### config.mk
export PLATFORM = sky130hd
export DESIGN_NAME = gebi_front
export DESIGN_NICKNAME = d
export VERILOG_FILES = /design/src/sv/gebi_pkg.sv /design/src/sv/gebi_front.sv
export SDC_FILE = /design/constraint.sdc
export NUM_CORES = 1
export LEC_CHECK = 0
export ABC_CLOCK_PERIOD_IN_PS = 24300
export BUFFER_PORTS_ARGS = -buffer_cell sky130_fd_sc_hd__buf_2
export CAP_MARGIN = 10
export CORE_AREA = 2 2 197 199
export DETAILED_ROUTE_END_ITERATION = 7
export DIE_AREA = 0 0 199 201
export SLEW_MARGIN = 20
export SYNTH_ARGS = -nofsm -noshare
export SYNTH_HDL_FRONTEND = slang
export SYNTH_SLANG_ARGS = --single-unit
### constraint.sdc
create_clock -name aclk -period 24.3 [get_ports aclk]
set_input_delay 1.215 -clock aclk [delete_from_list [all_inputs] [get_ports aclk]]
set_output_delay 1.215 -clock aclk [all_outputs]
set_load 0.05 [all_outputs]
### src/sv/gebi_pkg.sv
// Shared types and constants for the graph edge unranking block.
`default_nettype none
package gebi_pkg;

    // Default vertex number width.
    localparam int VERTEX_BITS_DEF = 16;
    // Fixed field widths of the ports.
    localparam int CFG_W  = 16;
    localparam int IDX_W  = 31;
    localparam int VERT_W = 16;

    // Graph kinds.
    typedef enum logic [1:0] {
        KIND_COMPLETE = 2'd0,
        KIND_CYCLE    = 2'd1,
        KIND_PATH     = 2'd2,
        KIND_STAR     = 2'd3
    } kind_t;

    // Request payload carried along the cell chain.
    typedef struct packed {
        kind_t                kind;
        logic                 bad;
        logic [IDX_W-1:0]     k;
        logic [VERT_W-1:0]    a;
        logic [VERT_W-1:0]    b;
    } item_t;

endpackage
`default_nettype wire

### src/sv/gebi_front.sv
// Entry stage: edge count check and direct decode of cycle, path and star.
`default_nettype none
module gebi_front import gebi_pkg::*; #(
    parameter int NW = VERTEX_BITS_DEF
) (
    input  wire logic              aclk,
    input  wire logic              aresetn,
    input  wire logic              adv,
    input  wire logic [NW-1:0]     n,
    input  wire logic              in_valid,
    input  wire logic [1:0]        in_func,
    input  wire logic [IDX_W-1:0]  in_k,
    output logic                   out_valid,
    output item_t                  out_item,
    output logic [NW-1:0]          out_r,
    output logic [IDX_W-1:0]       out_off
);

    logic              valid_reg;
    item_t             item_reg, item_next;
    logic [2*NW-1:0]   pair_prod;
    logic [63:0]       count;
    logic [63:0]       k64;
    logic [63:0]       n64;
    logic [VERT_W-1:0] k_p1;
    logic [VERT_W-1:0] k_p2;

    // Edge count per kind, range check and direct endpoints.
    always_comb begin
        pair_prod = (2*NW)'(n) * (2*NW)'(n - NW'(1));
        k64       = 64'(in_k);
        n64       = 64'(n);
        k_p1      = in_k[VERT_W-1:0] + VERT_W'(1);
        k_p2      = in_k[VERT_W-1:0] + VERT_W'(2);
        item_next.kind = kind_t'(in_func);
        item_next.k    = in_k;
        item_next.a    = '0;
        item_next.b    = '0;
        count          = '0;
        unique case (kind_t'(in_func))
            KIND_COMPLETE: begin
                if (n64 >= 64'd2) begin
                    count = 64'(pair_prod >> 1);
                end
            end
            KIND_CYCLE: begin
                if (n64 >= 64'd3) begin
                    count = n64;
                end else if (n64 == 64'd2) begin
                    count = 64'd1;
                end
                if (k64 + 64'd1 < n64) begin
                    item_next.a = k_p1;
                    item_next.b = k_p2;
                end else begin
                    item_next.a = VERT_W'(n);
                    item_next.b = VERT_W'(1);
                end
            end
            KIND_PATH: begin
                if (n64 >= 64'd1) begin
                    count = n64 - 64'd1;
                end
                item_next.a = k_p1;
                item_next.b = k_p2;
            end
            KIND_STAR: begin
                if (n64 >= 64'd1) begin
                    count = n64 - 64'd1;
                end
                item_next.a = VERT_W'(1);
                item_next.b = k_p2;
            end
            default: begin
                count = '0;
            end
        endcase
        item_next.bad = (k64 >= count);
    end

    // Stage register.
    always_ff @(posedge aclk) begin
        if (!aresetn) begin
            valid_reg <= 1'b0;
        end else if (adv) begin
            valid_reg <= in_valid;
        end
    end

    always_ff @(posedge aclk) begin
        if (adv) begin
            item_reg <= item_next;
        end
    end

    assign out_valid = valid_reg;
    assign out_item  = item_reg;
    assign out_r     = '0;
    assign out_off   = '0;

endmodule
`default_nettype wire

* Word level (Yosys, flattened, before mapping)
Index checks and enable logic that the tools add are counted.
Storage, ports and cells: register bits 67, output and inout port bits 114, word-level logic and storage cells 30
Cells by class: $add $sub $neg 5, multipliers 1, $lt $le $gt $ge 5, equal/unequal tests 4, muxes and demuxes 7, reduce and logical (&&, ||, !) cells 2
Operator list (count):
- $pmux 64 s3 | 1
- $pmux 32 s3 | 1
- $ge 31x64->1 | 1
- $mux 64 | 1
- $sub 16x1->17 const B | 2
- $add 31x1->32 const B | 1
- $ge 16x2->1 const B | 2
- $lt 32x16->1 | 1
- $mul 17x17->32 | 1
- $mux 32 | 1
- $mux 31 | 1
- $add 16x1->16 const B | 1
- $add 16x2->16 const B | 1
- $eq 16x2->1 const B | 1
- $ge 16x1->1 const B | 1
- $mux 16 | 1
- $eq 2x2->1 const B | 2
- $eq 2x1->1 const B | 1
- $logic_not 2->1 | 1
- $reduce_or 2->1 | 1
- $mux 1 | 1

* Depth between registers and ports, before layout
word-level depth 5, depth in mapped cells 37, gate-level depth less buffers 35

* Worst setup path after synthesis
Ideal clock, no wire load.
path kind input port to flip-flop, start point input port n[4], end point register item_reg (netlist bit out_item[63]), data pin, setup time 0.273 ns, arrival time 9.275 ns, required time 24.027 ns, path slack 14.752 ns, stages 33, buffers on the path 3, path through clkbuf_1 nor3_1 and4_1 buf_2 nand2_1 or3_1 ha_1 clkbuf_1 nand2b_1 fa_1 fa_1 inv_1 fa_1 fa_1 fa_1 inv_1 fa_1 inv_1 ha_1 a211oi_1 nor2_1 or4_1 a221o_1 o31ai_1 xnor2_1 a21oi_1 ha_1 a21oi_1 nor2b_1 o21ai_0 nand2_1 nor3_1 a211oi_1
RTL lines:
- start, declared | line gebi_front.sv:9 | input wire logic [NW-1:0] n,
- end signal, assigned | line gebi_front.sv:92 | item_reg <= item_next;
- end, declared | line gebi_front.sv:20 | item_t item_reg, item_next;

==> metrics <==
total track usage=21.4%; Post-route DRC=0; largest net degree at the start of global routing=68; syn avg cell area=9.06 um2; CTS tree=built; H-tree levels=3; worst skew pair latency=330 ps; CTS Sinks=67; most common cell in the netlist=inv_1; max-slew violation count=0; worst endpoint required time=24370 ps; synthesis-stage register bit count=67; Final Wtd Congestion=0.895; TritonCTS Buffers=9; P&R area growth vs syn=8.07%; Initial Util=38.2%; Netlist cell types=70; final hold vios=0; Post-Syn Instances=1606; Reg clk slew, reported paths=60 ps; via count=11200; Avg WL per Cell=18.5 um; Hold WC Path Type=reg -> reg; Clock Skew=0 ps; first-pass GRT wire length=65.9 mm; fin crit share=43.7%; num ports=167; Worst Reg2Reg Path Length in Cells=2; initial DRC count=749; Area contributors post-synth=fa_1 29%, ha_1 16%, edfxtp_1 14%, inv_1 8.1%, nand2b_1 5.3%; share of cells above drive strength 1=9.66%; Post-synth ARST share=0%; crit start category=input pin; worst hold path cell count=2; ys flop type=edfxtp_1; Post-synth EDFFs=66; Post-CTS Setup Inserts=0; NumNets Final=2127; slowest CP cell=nor3_1; Die Width=199 um; fin crit period=10610 ps; maximum clock frequency=0.0942 GHz; synthesized cell area=14600 um2; IO Port Bufs=119; die area=40000 um2; CTS Buffer Depth=2; cts hold-fix bufs=0; most frequent cells after synthesis=313 x inv_1, 209 x fa_1, 182 x ha_1; Slew HR=44.0%; Worst-Margin Slew=840 ps; Rows=72; RSZ-0062 raised after global routing=false; Final setup viols=0; Sum Neg Setup Slack=0 ps; Synth top area share=28.8%; CP dominant cell by count=fa_1; remaining global-route overflow=0; chip height=201 um; sequential share of the synthesized area=13.8%; number of routed nets with antenna violations=0; Post-DP HPWL=33.5 mm; Max-cap violations=0; status=finished, final reports clean; worst-path fanout max=27; vias in the first global route=11700; CP arrival=10680 ps; core area=38100 um2; synth warn=0; CP endpoint kind=flip-flop; CP Class=in -> reg; Synth area leader=fa_1; worst stage delay on the critical path=710 ps; quantity of gates resized following cts=0; Routed WL=40.9 mm; Via-to-Cell Ratio=5.09; 1st-pass router iterations=5; CTS Root Cell=clkbuf_16; antenna violations before repair=2
-- registers in the layout (all words and copies together), names as in the netlist --
signal,count
out_item,66
out_valid,1
-- logic make-up after synthesis --
logic type / share of synthesized area (%)
adder cells (fa/ha/maj): 44.4
AO/OA/AOI/OAI: 8.33
XOR/XNOR: 3.37
AND/OR/NAND/NOR: 16.4
other: 0.0258
multiplexers: 1.38
buffers and inverters: 12.4
flip-flops: 13.8
-- final cells by class --
| class | count | area, um2 |
|---|---|---|
| fill | 3751 | 22400 |
| multi-input combinational | 1162 | 10900 |
| sequential | 67 | 2000 |
| inverter | 318 | 1190 |
| tap | 518 | 648 |
| timing repair buffer | 125 | 641 |
| clock buffer | 9 | 225 |
| clock inverter | 7 | 76.3 |
| antenna | 2 | 5.00 |
-- critical path: cells and delay by family --
kind                     cells  cell delay (ps)
AO/OA/AOI/OAI                6              990
AND/OR/NAND/NOR             11             2740
buffers and inverters        5              880
adder cells (fa/ha/maj)     10             4840
-- final timing paths --
kind / from / end / slack (ps)
min reg2reg: out_valid / out_valid / 540
max: n[0] / out_item[63] / 13690
max reg2reg: out_valid / out_valid / 23700
min: out_valid / out_valid / 540
-- layout by cell type, fill, tap and decap left out, types with 5 or more instances in the layout --
master / count
a211oi_1: 9
a21o_1: 19
a21oi_1: 54
a221oi_1: 5
a31oi_1: 5
and3_1: 8
buf_2: 119
buf_4: 6
clkbuf_16: 9
conb_1: 47
edfxtp_1: 66
fa_1: 209
ha_1: 182
inv_1: 313
mux2i_1: 19
nand2_1: 44
nand2b_1: 124
nand3_1: 26
nand4_1: 18
nor2_1: 172
nor2b_1: 9
nor3_1: 16
nor3b_1: 5
o21ai_0: 32
o22a_1: 10
o22ai_1: 18
or2_2: 9
or3_1: 5
xnor2_1: 38
xor2_1: 18
-- routing by layer --
layer	vias up	GRT usage [%]	wire, um
met5	-	0	0
met4	0	6.80	1330
met3	69	3.07	2520
met2	385	35.5	19700
met1	5569	28.8	17400
li1	5225	-	-
-- metrics by stage --
step           setup slack, ps  instance area (um2)  util, %  hold WS [ps]  cells
2_1_floorplan            14750                14700        -           743   1652
6_report                 13690                15700     41.3           540   2208
3_5_place_dp             13390                15400     40.5           530   2190
3_3_place_gp             13440                15400     40.5           490   2190
4_1_cts                  13750                15700     41.3           539   2206
5_1_grt                  13200                15700     41.3           591   2208
Power is not shown: default switching activity piles up to over one toggle a cycle in this logic, so the estimate is an artifact.
